==> src/cobs_pkg.sv <==
`timescale 1ns / 1ps

package cobs_pkg;

  localparam int FRAME_BYTES_W = 16;
  localparam int CFG_IDX_W     = 2;
  localparam int CFG_DATA_W    = 16;

  localparam logic [CFG_IDX_W-1:0] CFG_DELIMITER = 2'd0;
  localparam logic [CFG_IDX_W-1:0] CFG_MAX_FRAME = 2'd1;
  localparam logic [CFG_IDX_W-1:0] CFG_DROP      = 2'd2;

  localparam logic [7:0] CODE_NO_ZERO = 8'hFF;
  localparam logic [7:0] CODE_ZERO    = 8'h00;

  localparam int QUEUE_DEPTH = 2;
  localparam int QUEUE_PTR_W = 1;
  localparam int QUEUE_CNT_W = 2;

  typedef enum logic [1:0] {
    MODE_IDLE,
    MODE_FRAME,
    MODE_DRAIN_CORRUPT,
    MODE_DRAIN_OVERSIZE
  } mode_t;

  typedef enum logic [1:0] {
    KIND_BYTE,
    KIND_DONE,
    KIND_DECODE_ERR,
    KIND_OVERSIZE
  } kind_t;

  typedef struct packed {
    kind_t                    kind;
    logic [7:0]               data;
    logic [FRAME_BYTES_W-1:0] count;
  } result_t;

  typedef struct packed {
    logic    two;
    result_t first;
    result_t second;
  } cmd_t;

endpackage

==> src/cobs_front.sv <==
`timescale 1ns / 1ps

module cobs_front #(
  parameter int FRAME_LEN_BITS = 16
) (
  input  logic                                 clk,
  input  logic                                 rst_n,
  input  logic                                 in_valid,
  output logic                                 in_ready,
  input  logic [7:0]                           in_data_byte,
  input  logic                                 cfg_valid,
  output logic                                 cfg_ready,
  input  logic [cobs_pkg::CFG_IDX_W-1:0]       cfg_index,
  input  logic [cobs_pkg::CFG_DATA_W-1:0]      cfg_data,
  input  logic                                 q_full,
  output logic                                 q_push,
  output cobs_pkg::cmd_t                       q_cmd
);

  localparam int LIM_W = (FRAME_LEN_BITS > 16) ? FRAME_LEN_BITS : 16;
  localparam logic [LIM_W-1:0] CAP = LIM_W'((64'd1 << FRAME_LEN_BITS) - 64'd1);

  logic [7:0]                delim_r;
  logic [15:0]               max_frame_r;
  logic                      drop_r;

  cobs_pkg::mode_t           mode_r, mode_nxt;
  logic [7:0]                run_left_r, run_left_nxt;
  logic                      zero_owed_r, zero_owed_nxt;
  logic [FRAME_LEN_BITS-1:0] frame_count_r, frame_count_nxt;

  logic                      fire;
  logic                      is_delim;
  logic [LIM_W-1:0]          max_ext;
  logic [LIM_W-1:0]          limit;
  logic                      at_limit;
  logic [FRAME_LEN_BITS-1:0] cnt_inc;
  logic                      data_path;
  logic                      frame_end;
  logic                      code_path;
  logic                      owe;
  logic                      zero_over;
  logic                      take;
  logic                      bad_code;
  logic                      has_result;

  assign in_ready  = !q_full;
  assign cfg_ready = 1'b1;
  assign fire      = in_valid && in_ready;

  always_ff @(posedge clk) begin
    if (!rst_n) begin
      delim_r     <= 8'd0;
      max_frame_r <= 16'hFFFF;
      drop_r      <= 1'b1;
    end else if (cfg_valid && cfg_ready) begin
      case (cfg_index)
        cobs_pkg::CFG_DELIMITER: delim_r     <= cfg_data[7:0];
        cobs_pkg::CFG_MAX_FRAME: max_frame_r <= cfg_data[15:0];
        cobs_pkg::CFG_DROP:      drop_r      <= cfg_data[0];
        default: begin
        end
      endcase
    end
  end

  // Classification of the incoming byte against the current decoder state.
  assign is_delim  = (in_data_byte == delim_r);
  assign max_ext   = LIM_W'(max_frame_r);
  assign limit     = (max_ext < CAP) ? max_ext : CAP;
  assign at_limit  = (LIM_W'(frame_count_r) >= limit);
  assign cnt_inc   = frame_count_r + FRAME_LEN_BITS'(1);
  assign data_path = (mode_r == cobs_pkg::MODE_FRAME) && (run_left_r != 8'd0);
  assign frame_end = (mode_r == cobs_pkg::MODE_FRAME) && (run_left_r == 8'd0) && is_delim;
  assign code_path = !is_delim && ((mode_r == cobs_pkg::MODE_IDLE) ||
                     ((mode_r == cobs_pkg::MODE_FRAME) && (run_left_r == 8'd0)));
  assign owe       = code_path && zero_owed_r;
  assign zero_over = owe && at_limit;
  assign take      = code_path && !zero_over;
  assign bad_code  = take && (in_data_byte == cobs_pkg::CODE_ZERO);
  assign has_result = data_path || frame_end || owe || bad_code;

  always_comb begin
    mode_nxt        = mode_r;
    run_left_nxt    = run_left_r;
    zero_owed_nxt   = zero_owed_r;
    frame_count_nxt = frame_count_r;
    case (mode_r)
      cobs_pkg::MODE_DRAIN_CORRUPT,
      cobs_pkg::MODE_DRAIN_OVERSIZE: begin
        if (is_delim) begin
          mode_nxt        = cobs_pkg::MODE_IDLE;
          run_left_nxt    = 8'd0;
          zero_owed_nxt   = 1'b0;
          frame_count_nxt = '0;
        end
      end
      default: begin
        if (data_path) begin
          if (at_limit) begin
            mode_nxt = cobs_pkg::MODE_DRAIN_OVERSIZE;
          end else begin
            frame_count_nxt = cnt_inc;
            run_left_nxt    = run_left_r - 8'd1;
          end
        end
        if (frame_end) begin
          mode_nxt        = cobs_pkg::MODE_IDLE;
          run_left_nxt    = 8'd0;
          zero_owed_nxt   = 1'b0;
          frame_count_nxt = '0;
        end
        if (zero_over) begin
          mode_nxt = cobs_pkg::MODE_DRAIN_OVERSIZE;
        end else if (owe) begin
          frame_count_nxt = cnt_inc;
          zero_owed_nxt   = 1'b0;
        end
        if (take) begin
          if (bad_code) begin
            if (drop_r) begin
              mode_nxt = cobs_pkg::MODE_DRAIN_CORRUPT;
            end else if (mode_r == cobs_pkg::MODE_FRAME) begin
              mode_nxt        = cobs_pkg::MODE_IDLE;
              run_left_nxt    = 8'd0;
              zero_owed_nxt   = 1'b0;
              frame_count_nxt = '0;
            end
          end else begin
            mode_nxt      = cobs_pkg::MODE_FRAME;
            run_left_nxt  = in_data_byte - 8'd1;
            zero_owed_nxt = (in_data_byte != cobs_pkg::CODE_NO_ZERO);
          end
        end
      end
    endcase
  end

  always_comb begin
    q_cmd = '0;
    q_push = fire && has_result;
    if (data_path) begin
      if (at_limit) begin
        q_cmd.first.kind  = cobs_pkg::KIND_OVERSIZE;
        q_cmd.first.count = cobs_pkg::FRAME_BYTES_W'(frame_count_r);
      end else begin
        q_cmd.first.kind  = cobs_pkg::KIND_BYTE;
        q_cmd.first.data  = in_data_byte;
        q_cmd.first.count = cobs_pkg::FRAME_BYTES_W'(cnt_inc);
      end
    end else if (frame_end) begin
      q_cmd.first.kind  = cobs_pkg::KIND_DONE;
      q_cmd.first.count = cobs_pkg::FRAME_BYTES_W'(frame_count_r);
    end else if (zero_over) begin
      q_cmd.first.kind  = cobs_pkg::KIND_OVERSIZE;
      q_cmd.first.count = cobs_pkg::FRAME_BYTES_W'(frame_count_r);
    end else if (owe) begin
      q_cmd.first.kind  = cobs_pkg::KIND_BYTE;
      q_cmd.first.count = cobs_pkg::FRAME_BYTES_W'(cnt_inc);
      if (bad_code) begin
        q_cmd.two          = 1'b1;
        q_cmd.second.kind  = cobs_pkg::KIND_DECODE_ERR;
        q_cmd.second.count = cobs_pkg::FRAME_BYTES_W'(cnt_inc);
      end
    end else if (bad_code) begin
      q_cmd.first.kind  = cobs_pkg::KIND_DECODE_ERR;
      q_cmd.first.count = cobs_pkg::FRAME_BYTES_W'(frame_count_r);
    end
  end

  always_ff @(posedge clk) begin
    if (!rst_n) begin
      mode_r        <= cobs_pkg::MODE_IDLE;
      run_left_r    <= 8'd0;
      zero_owed_r   <= 1'b0;
      frame_count_r <= '0;
    end else if (fire) begin
      mode_r        <= mode_nxt;
      run_left_r    <= run_left_nxt;
      zero_owed_r   <= zero_owed_nxt;
      frame_count_r <= frame_count_nxt;
    end
  end

endmodule

==> src/cobs_queue.sv <==
`timescale 1ns / 1ps

module cobs_queue (
  input  logic           clk,
  input  logic           rst_n,
  input  logic           push,
  input  cobs_pkg::cmd_t push_cmd,
  output logic           full,
  input  logic           pop,
  output logic           empty,
  output cobs_pkg::cmd_t head
);

  localparam logic [cobs_pkg::QUEUE_PTR_W-1:0] LAST_PTR =
    cobs_pkg::QUEUE_PTR_W'(cobs_pkg::QUEUE_DEPTH - 1);
  localparam logic [cobs_pkg::QUEUE_CNT_W-1:0] DEPTH_CNT =
    cobs_pkg::QUEUE_CNT_W'(cobs_pkg::QUEUE_DEPTH);

  cobs_pkg::cmd_t                   slot_r [cobs_pkg::QUEUE_DEPTH];
  logic [cobs_pkg::QUEUE_PTR_W-1:0] wr_ptr_r, wr_ptr_nxt;
  logic [cobs_pkg::QUEUE_PTR_W-1:0] rd_ptr_r, rd_ptr_nxt;
  logic [cobs_pkg::QUEUE_CNT_W-1:0] count_r, count_nxt;
  logic                             do_push;
  logic                             do_pop;

  assign full    = (count_r == DEPTH_CNT);
  assign empty   = (count_r == '0);
  assign head    = slot_r[rd_ptr_r];
  assign do_push = push && !full;
  assign do_pop  = pop && !empty;

  always_comb begin
    wr_ptr_nxt = wr_ptr_r;
    rd_ptr_nxt = rd_ptr_r;
    count_nxt  = count_r;
    if (do_push) begin
      wr_ptr_nxt = (wr_ptr_r == LAST_PTR) ? '0 : wr_ptr_r + 1'b1;
    end
    if (do_pop) begin
      rd_ptr_nxt = (rd_ptr_r == LAST_PTR) ? '0 : rd_ptr_r + 1'b1;
    end
    if (do_push && !do_pop) begin
      count_nxt = count_r + cobs_pkg::QUEUE_CNT_W'(1);
    end else if (do_pop && !do_push) begin
      count_nxt = count_r - cobs_pkg::QUEUE_CNT_W'(1);
    end
  end

  always_ff @(posedge clk) begin
    if (!rst_n) begin
      wr_ptr_r <= '0;
      rd_ptr_r <= '0;
      count_r  <= '0;
    end else begin
      wr_ptr_r <= wr_ptr_nxt;
      rd_ptr_r <= rd_ptr_nxt;
      count_r  <= count_nxt;
    end
  end

  always_ff @(posedge clk) begin
    if (do_push) begin
      slot_r[wr_ptr_r] <= push_cmd;
    end
  end

endmodule

==> src/cobs_back.sv <==
`timescale 1ns / 1ps

module cobs_back (
  input  logic                                 clk,
  input  logic                                 rst_n,
  input  logic                                 q_empty,
  input  cobs_pkg::cmd_t                       q_head,
  output logic                                 q_pop,
  output logic                                 out_valid,
  input  logic                                 out_ready,
  output logic [1:0]                           out_result_kind,
  output logic [7:0]                           out_decoded_byte,
  output logic [cobs_pkg::FRAME_BYTES_W-1:0]   out_frame_bytes,
  output logic                                 out_last_of_run
);

  logic             out_valid_r, out_valid_nxt;
  logic             phase_r, phase_nxt;
  cobs_pkg::result_t res_r;
  cobs_pkg::result_t sel;
  logic             last_r;
  logic             last_sel;
  logic             load;
  logic             take;

  assign load = !out_valid_r || out_ready;
  assign take = load && !q_empty;

  // A two-result entry stays at the head until its second result is loaded.
  always_comb begin
    q_pop     = 1'b0;
    phase_nxt = phase_r;
    sel       = q_head.first;
    last_sel  = 1'b1;
    if (take) begin
      if (phase_r) begin
        sel       = q_head.second;
        q_pop     = 1'b1;
        phase_nxt = 1'b0;
      end else if (q_head.two) begin
        last_sel  = 1'b0;
        phase_nxt = 1'b1;
      end else begin
        q_pop = 1'b1;
      end
    end
    out_valid_nxt = load ? take : out_valid_r;
  end

  always_ff @(posedge clk) begin
    if (!rst_n) begin
      out_valid_r <= 1'b0;
      phase_r     <= 1'b0;
    end else begin
      out_valid_r <= out_valid_nxt;
      phase_r     <= phase_nxt;
    end
  end

  always_ff @(posedge clk) begin
    if (take) begin
      res_r  <= sel;
      last_r <= last_sel;
    end
  end

  assign out_valid        = out_valid_r;
  assign out_result_kind  = res_r.kind;
  assign out_decoded_byte = res_r.data;
  assign out_frame_bytes  = res_r.count;
  assign out_last_of_run  = last_r;

endmodule

==> src/cobs_stream_decoder.sv <==
`timescale 1ns / 1ps

// Streaming COBS decoder. Encoded bytes enter on the in_ channel, one byte per
// transfer. Each byte causes zero, one or two results on the out_ channel: a
// decoded byte, a frame-complete marker, a decode error or an oversize error,
// each with the decoded frame length. out_last_of_run marks the final result
// caused by one input byte. The cfg_ channel writes the delimiter byte, the
// frame length limit and the drop-after-error mode; it is always ready.
// An input transfer is classified and the decoder state is updated in the
// cycle of the transfer; its results wait in a two-entry queue and leave
// through a registered output stage. The input sustains one byte per cycle
// while each byte causes at most one result and the receiver is ready; a
// byte with two results sends them through the output stage one at a time.
// When the receiver stalls, the queue fills and in_ready drops until an entry
// drains. Synchronous reset restores the register defaults, returns the
// decoder to idle and empties the queue and output.

module cobs_stream_decoder #(
  parameter int FRAME_LEN_BITS = 16
) (
  input  logic                                 clk,
  input  logic                                 rst_n,
  input  logic                                 in_valid,
  output logic                                 in_ready,
  input  logic [7:0]                           in_data_byte,
  output logic                                 out_valid,
  input  logic                                 out_ready,
  output logic [1:0]                           out_result_kind,
  output logic [7:0]                           out_decoded_byte,
  output logic [cobs_pkg::FRAME_BYTES_W-1:0]   out_frame_bytes,
  output logic                                 out_last_of_run,
  input  logic                                 cfg_valid,
  output logic                                 cfg_ready,
  input  logic [cobs_pkg::CFG_IDX_W-1:0]       cfg_index,
  input  logic [cobs_pkg::CFG_DATA_W-1:0]      cfg_data
);

  logic           q_full;
  logic           q_empty;
  logic           q_push;
  logic           q_pop;
  cobs_pkg::cmd_t q_cmd;
  cobs_pkg::cmd_t q_head;

  cobs_front #(
    .FRAME_LEN_BITS(FRAME_LEN_BITS)
  ) u_front (
    .clk          (clk),
    .rst_n        (rst_n),
    .in_valid     (in_valid),
    .in_ready     (in_ready),
    .in_data_byte (in_data_byte),
    .cfg_valid    (cfg_valid),
    .cfg_ready    (cfg_ready),
    .cfg_index    (cfg_index),
    .cfg_data     (cfg_data),
    .q_full       (q_full),
    .q_push       (q_push),
    .q_cmd        (q_cmd)
  );

  cobs_queue u_queue (
    .clk      (clk),
    .rst_n    (rst_n),
    .push     (q_push),
    .push_cmd (q_cmd),
    .full     (q_full),
    .pop      (q_pop),
    .empty    (q_empty),
    .head     (q_head)
  );

  cobs_back u_back (
    .clk              (clk),
    .rst_n            (rst_n),
    .q_empty          (q_empty),
    .q_head           (q_head),
    .q_pop            (q_pop),
    .out_valid        (out_valid),
    .out_ready        (out_ready),
    .out_result_kind  (out_result_kind),
    .out_decoded_byte (out_decoded_byte),
    .out_frame_bytes  (out_frame_bytes),
    .out_last_of_run  (out_last_of_run)
  );

endmodule
==> config.mk <==
export PLATFORM = sky130hd
export DESIGN_NAME = cobs_stream_decoder
export DESIGN_NICKNAME = d
export VERILOG_FILES = /design/src/cobs_pkg.sv /design/src/cobs_front.sv /design/src/cobs_queue.sv /design/src/cobs_back.sv /design/src/cobs_stream_decoder.sv
export SDC_FILE = /design/constraint.sdc
export NUM_CORES = 1
export LEC_CHECK = 0
export BUFFER_PORTS_ARGS = -buffer_cell sky130_fd_sc_hd__buf_2
export CORE_UTILIZATION = 50
export DETAILED_ROUTE_END_ITERATION = 7
export PLACE_DENSITY = 0.68
export SETUP_SLACK_MARGIN = 0.2
export SYNTH_ARGS = -nofsm -noshare
export SYNTH_HDL_FRONTEND = slang
export SYNTH_SLANG_ARGS = --single-unit
==> constraint.sdc <==
create_clock -name clk -period 15.8 [get_ports clk]
set_clock_uncertainty 0.05 [all_clocks]
set_input_delay 3.16 -clock clk [delete_from_list [all_inputs] [get_ports clk]]
set_output_delay 3.16 -clock clk [all_outputs]
set_load 0.02 [all_outputs]
==> out/qor.csv, run 1 <==
metric;value;unit
commonest cells in the synthesized netlist;edfxtp_1 (113), nand2_1 (70), nor2_1 (62);
cell taking the most area after synthesis;edfxtp_1;
crit path time final;5.840;ns
RSZ-0062 raised after global routing;false;
dpl hpwl;12520;um
first-pass GRT wire length;28430;um
TritonRoute pass-1 iters;6;
via count;5716;
Post-CTS Setup Repair Bufs;0;
critical path type;primary input to register;
top cells by area, synth;edfxtp_1 (42%), dfxtp_1 (15%), mux4_2 (4.4%);
Port Buf Inserts;59;
Hold Buf Count CTS;0;
CTS Sinks;172;
CTS max path bufs;2;
Post-Synth Adder-Cell Area;0.03245;
WP data arrival;5.84;ns
root buf cell;clkbuf_16;
worst hold path class;register to register;
Synth Register Bits;172;
compound-cell area share of the yosys netlist;0.1296;
Final Max Tran Viols;0;
share of the synthesized area in the top cell type;0.4190;
synth unique cells;66;
fmax;171.2;MHz
Tcrit/Tclk final;0.3696;
Post-route DRC;0;
outcome;completed;
largest family of logic cells by synthesized area;simple AND/OR/NAND/NOR gates;
Filler cells;1323;
Yosys warnings;0;
Post-Synthesis Cells;729;
Slew headroom;0.3085;
Non-Filler Instances;1002;
io pins;61;
cell with the most instances after synthesis;edfxtp_1;
final hold vios;0;
mux cell area share after synthesis;0.06799;
worst path required time;15.80;ns
final setup fails;0;
syn nets;781;
htree depth;4;
share of layout cells above drive strength 1;0.1603;
Leakage Power;3.343;nW
mapped cell area;8098;um2
Max Cap Viol;0;
initial core utilization;0.5116;
CTS Buf Count;17;
Core Box Area;15830;um2
Via density;5.705;
clock transition time at the flip-flop clock pins of the worst setup and hold paths;0.06;ns
CP Max Fanout;43;
initial drt markers;475;
worst slew pin tran;1.037;ns
vias in the first global route;5386;
Worst VDD drop;0.00007838;V
post-synthesis sequential area ratio;0.5649;
height of the die;129.3;um
GRT Resource Usage Total;0.2280;
Startpoint Class;primary input;
Setup TNS;0;ns
Antenna Violating Nets Remaining;0;
post-synthesis xor/xnor area fraction;0.03028;
DR WL/cell;17.68;um
CP Capture Type;register;
CTS tree;done;
Syn Area/Cell;11.11;um2
largest net degree at the start of global routing;44;
Post-CTS Resized;0;
Tot Pwr;1.452;mW
asr flop ratio synth;0;
Post-synth EDFFs;113;
die area;16710;um2
Nets;825;
area grow syn2layout;12.73;%
PD cells;159.0;nW/um2
Clock Latency Late Sink;0.43;ns
routed wire length;17720;um
total global routing overflow;0;
Placer Congestion;0.8712;
placed cells;970;
initial antenna violation count;0;
Rows;46;
Synth Area in Simple Gates;0.1388;
number of diodes;0;
Die X;129.3;um
Main synth FF type;edfxtp_1;
[per-stage QoR]
step	util	area, um2	hold WS (ns)	setup WS, ns
3_3_place_gp	0.5406	8557	0.4355	9.620
3_5_place_dp	0.5406	8557	0.4459	9.490
6_report	0.5768	9129	0.4597	9.960
5_1_grt	0.5768	9129	0.4877	9.718
2_1_floorplan	-	8098	0.4175	7.881
4_1_cts	0.5768	9129	0.4620	9.944
[cell type report]
class,count,area (um2),share of cell area
Timing Repair Buffer,65,340.3,0.03728
Clock buffer,18,429.2,0.04701
Multi-Input combinational cell,483,3244,0.3554
Clock inverter,14,142.6,0.01563
Tap cell,216,270.3,0.02961
Sequential cell,172,4574,0.5011
Inverter,34,127.6,0.01398
[sequential cells by signal, summed over array words and instances, names as in the netlist, 2 cells and up, named ones only]
signal	count
u_queue.slot_r	86
u_back.out_frame_bytes	16
u_front.frame_count_r	16
u_front.max_ext	16
u_back.out_decoded_byte	8
u_front.delim_r	8
u_front.run_left_r	8
u_back.out_result_kind	2
u_front.mode_r	2
u_queue.count_r	2
[layout by cell type (no fill, tap or decap), types with 21 or more instances in the layout]
cell type  count
nand2_1       70
a21oi_1       44
nor2_1        61
ha_1          21
edfxtp_1     113
buf_2         59
o21ai_0       50
inv_1         33
dfxtp_1       59
[critical path, cell delays in order]
cell     delay, ns
buf_2         0.15
inv_1         0.10
ha_1          0.19
nand2_1       0.14
nor3_1        0.62
o21ai_0       0.14
and3_1        0.22
nor2_1        0.21
and2_2        0.86
[logic make-up after synthesis]
group                    Yosys count
AND/OR/NAND/NOR                  234
flip-flops                       172
AO/OA/AOI/OAI                    164
buffers and inverters             74
multiplexers                      35
XOR/XNOR                          28
adder cells (fa/ha/maj)           21
other                              1
[routing by layer]
metal	part of all wire	vias to the layer above	GRT usage
met5	0	-	0
met4	0.014	0	0.09481
met3	0.061	20	0.04624
met2	0.46	213	0.3548
met1	0.46	2714	0.3124
li1	-	2769	-
[power breakdown]
| group | leakage (nW) | internal [mW] | switching (mW) |
|---|---|---|---|
| registers | 1.51 | 0.591 | 0.0342 |
| clock network | 0.270 | 0.233 | 0.171 |
| logic | 1.56 | 0.149 | 0.273 |
| total | 3.34 | 0.973 | 0.478 |
[path summary, 6_finish.rpt]
check	start	slack (ns)	cells after the start	end
max	in_data_byte[0]	9.96	9	u_queue.slot_r[1][27]$_DFFE_PP_
max reg2reg	u_front.frame_count_r[1]$_SDFFE_PN0P_	12.01	9	u_queue.slot_r[0][5]$_DFFE_PP_
min reg2reg	u_front.max_ext[9]$_SDFFE_PN1P_	0.46	2	u_front.max_ext[9]$_SDFFE_PN1P_
min	u_front.max_ext[9]$_SDFFE_PN1P_	0.46	2	u_front.max_ext[9]$_SDFFE_PN1P_
(Power assumes the default switching activity.)
==> run 2, diff against run 1 <==
ABC_AREA = 1   (was unset)
PLACE_DENSITY = 0.71   (was 0.68)
clock period = 5 ns   (was 15.8 ns; I/O delays follow)
==> out/qor.csv, run 2 <==
metric;value;unit;change
outcome;completed;;
Slew headroom;0.3589;;+0.05034
share of the synthesized area in the top cell type;0.3879;;-0.03111
Multi-input gate area;3661;um2;+13%
Post-route DRC;0;;unchanged
placed cells;1230;;+27%
Synth Register Bits;172;;unchanged
CP Max Fanout;43;;unchanged
worst hold slack;0.4199;ns;-0.03975 ns
area grow syn2layout;11.96;%;
htree depth;4;;unchanged
Port Buf Inserts;59;;unchanged
first-pass GRT wire length;29960;um;+5.4%
dpl hpwl;12780;um;+2.1%
initial antenna violation count;0;;unchanged
Main synth FF type;edfxtp_1;;
routed wire length;18240;um;+2.9%
PD cells;503.3;nW/um2;+220%
Hold Buf Count CTS;0;;unchanged
Min-Delay Path Depth;1;;-1
Filler cells;1469;;+11%
Via density;5.312;;-6.9%
via count;6704;;+17%
fmax;318.4;MHz;
Non-Filler Instances;1262;;+26%
commonest cells in the synthesized netlist;nand2_1 (191), nor2_1 (142), edfxtp_1 (113);;
Syn Area/Cell;8.889;um2;-20%
sw power;1.800;mW;+280%
Seq. cell area;4574;um2;unchanged
Tot Pwr;4.929;mW;+240%
Post-CTS Resized;0;;unchanged
syn nets;1036;;+33%
crit path time final;3.141;ns;
Synth Area in Simple Gates;0.2146;;+0.07581
compound-cell area share of the yosys netlist;0.1426;;+0.01298
Post-synth EDFFs;113;;unchanged
number of diodes;0;;unchanged
mux cell area share after synthesis;0.001144;;-0.06684
clock transition time at the flip-flop clock pins of the worst setup and hold paths;0.07;ns;about the same
CTS max path bufs;2;;unchanged
final hold vios;0;;unchanged
CTS tree;done;;
sw frac;0.3652;;+0.03555
Setup TNS;0;ns;unchanged
mapped cell area;8747;um2;+8.0%
io pins;61;;unchanged
critical path type;register to register;;
Core Box Area;16820;um2;+6.3%
Worst VDD drop;0.0002884;V;+270%
post-synthesis xor/xnor area fraction;0.02703;;-0.003250
Layout Utilization;0.5823;;+0.005520
initial drt markers;707;;+49%
largest family of logic cells by synthesized area;simple AND/OR/NAND/NOR gates;;
final setup fails;0;;unchanged
Post-Synthesis Cells;984;;+35%
GRT Resource Usage Total;0.2145;;-0.01356
Post-Synth Adder-Cell Area;0.03004;;-0.002409
max reg flops;86;;unchanged
cell taking the most area after synthesis;edfxtp_1;;
Antenna Violating Nets Remaining;0;;unchanged
Die X;134.3;um;+3.9%
top cells by area, synth;edfxtp_1 (39%), dfxtp_1 (14%), nand2_1 (8.2%);;
largest net degree at the start of global routing;44;;unchanged
initial core utilization;0.5201;;+0.008466
height of the die;134.3;um;+3.9%
most frequent cells in the layout;nand2_1 (191), nor2_1 (141), edfxtp_1 (113);;
root buf cell;clkbuf_16;;
WP data arrival;3.15;ns;-2.69 ns
worst hold path class;register to register;;
synth unique cells;43;;-35%
Post-CTS Setup Repair Bufs;0;;unchanged
Startpoint Class;register;;
CTS Sinks;172;;unchanged
worst path required time;5.01;ns;-10.79 ns
combinational fraction of design power;0.320;;+0.029
asr flop ratio synth;0;;unchanged
Nets;1081;;+31%
Placer Congestion;0.9066;;+4.1%
Yosys warnings;0;;unchanged
share of layout cells above drive strength 1;0.1699;;+0.009560
CTS Buf Count;17;;unchanged
Rows;47;;+2.2%
sequential share of power;0.419;;-0.012
vias in the first global route;5984;;+11%
post-synthesis sequential area ratio;0.5230;;-0.04194
Largest Register;u_queue.slot_r;;
commonest non-fill, non-tap cell in the layout;nand2_1;;
total global routing overflow;0;;unchanged
CP Capture Type;register;;
DR WL/cell;14.45;um;-18%
Internal Pwr Total;3.129;mW;+220%
die area;18030;um2;+7.9%
cell with the most instances after synthesis;nand2_1;;
Leakage Power;3.878;nW;+16%
Max Cap Viol;0;;unchanged
TritonRoute pass-1 iters;6;;unchanged
R2R depth;15;;+6
worst slew pin tran;0.9582;ns;-0.07906 ns
clock share of power;0.261;;-0.017
Tcrit/Tclk final;0.6281;;
Final Max Tran Viols;0;;unchanged
Clock Latency Late Sink;0.43;ns;about the same
RSZ-0062 raised after global routing;false;;
[run 2: cell count changes after synthesis, moves of 18 or more]
cell     change
nor2_1      +80
o21ai_0     +28
inv_1       +44
a21oi_2     +20
nand2_1    +121
mux2i_1     -18
[run 2: area by class of cell]
| class | instances | area share |
|---|---|---|
| flip-flops and latches | 172 | 0.4671 |
| multi-input cells | 682 | 0.3738 |
| clock buffers | 21 | 0.04804 |
| repair buffers | 68 | 0.03705 |
| inverters | 88 | 0.03462 |
| well taps | 220 | 0.02811 |
| clock inverters | 11 | 0.01124 |
[run 2: path summary, 6_finish.rpt]
kind	start	end	slack (ns)
worst max-delay path	u_front.frame_count_r[7]$_SDFFE_PN0P_	u_queue.slot_r[0][11]$_DFFE_PP_	1.86
worst min-delay path	u_queue.rd_ptr_r$_SDFFE_PN0P_	register	0.42
worst max register to register	u_front.frame_count_r[7]$_SDFFE_PN0P_	u_queue.slot_r[0][11]$_DFFE_PP_	1.86
worst min register to register	u_queue.rd_ptr_r$_SDFFE_PN0P_	register	0.42
[run 2: cells by family after synthesis]
| logic type | after synthesis |
|---|---|
| AOI/OAI and AO/OA | 208 |
| buffers and inverters | 130 |
| xor gates and xnor gates | 27 |
| and+or+nand+nor | 424 |
| muxes | 1 |
| DFF | 172 |
| adders and majority gates | 21 |
| other | 1 |
[run 2: worst max-delay path: stages (launching register included)]
cell and delay [ns]:
dfxtp_1 0.55, ha_1 0.32, nand2_1 0.07, inv_1 0.05, nand2_1 0.06, nand2_1 0.05
nor2_1 0.10, nand2_1 0.12, a21oi_4 0.31, nor2_4 0.07, nor2_4 0.14, nand2_4 0.09
nand3_1 0.12, nand2_1 0.12, nor2_4 0.09, buf_4 0.46
[run 2: routing by layer]
layer	vias up	global-route usage	wire length, um
li1	3395	-	-
met1	3048	0.3015	8519
met2	232	0.3261	8067
met3	29	0.05178	1355
met4	0	0.06929	294
met5	-	0	0
[run 2: power by group through the flow]
stage / clock, mW / combinational (mW) / sequential, mW
global placement: 0 / 1.55 / 2.09
detailed placement: 0 / 1.57 / 2.10
finish: 1.29 / 1.58 / 2.07
floorplan: 0 / 1.07 / 2.17
CTS: 1.30 / 1.58 / 2.07
global route: 1.36 / 1.76 / 2.10
[run 2: stage by stage]
stage                     area, um2  worst slack [ns]
final                          9793             1.859
after global routing           9793             1.575
after detailed placement       9213             1.512
after global placement         9213             1.576
after CTS                      9793             1.836
after floorplan                8747            0.5398
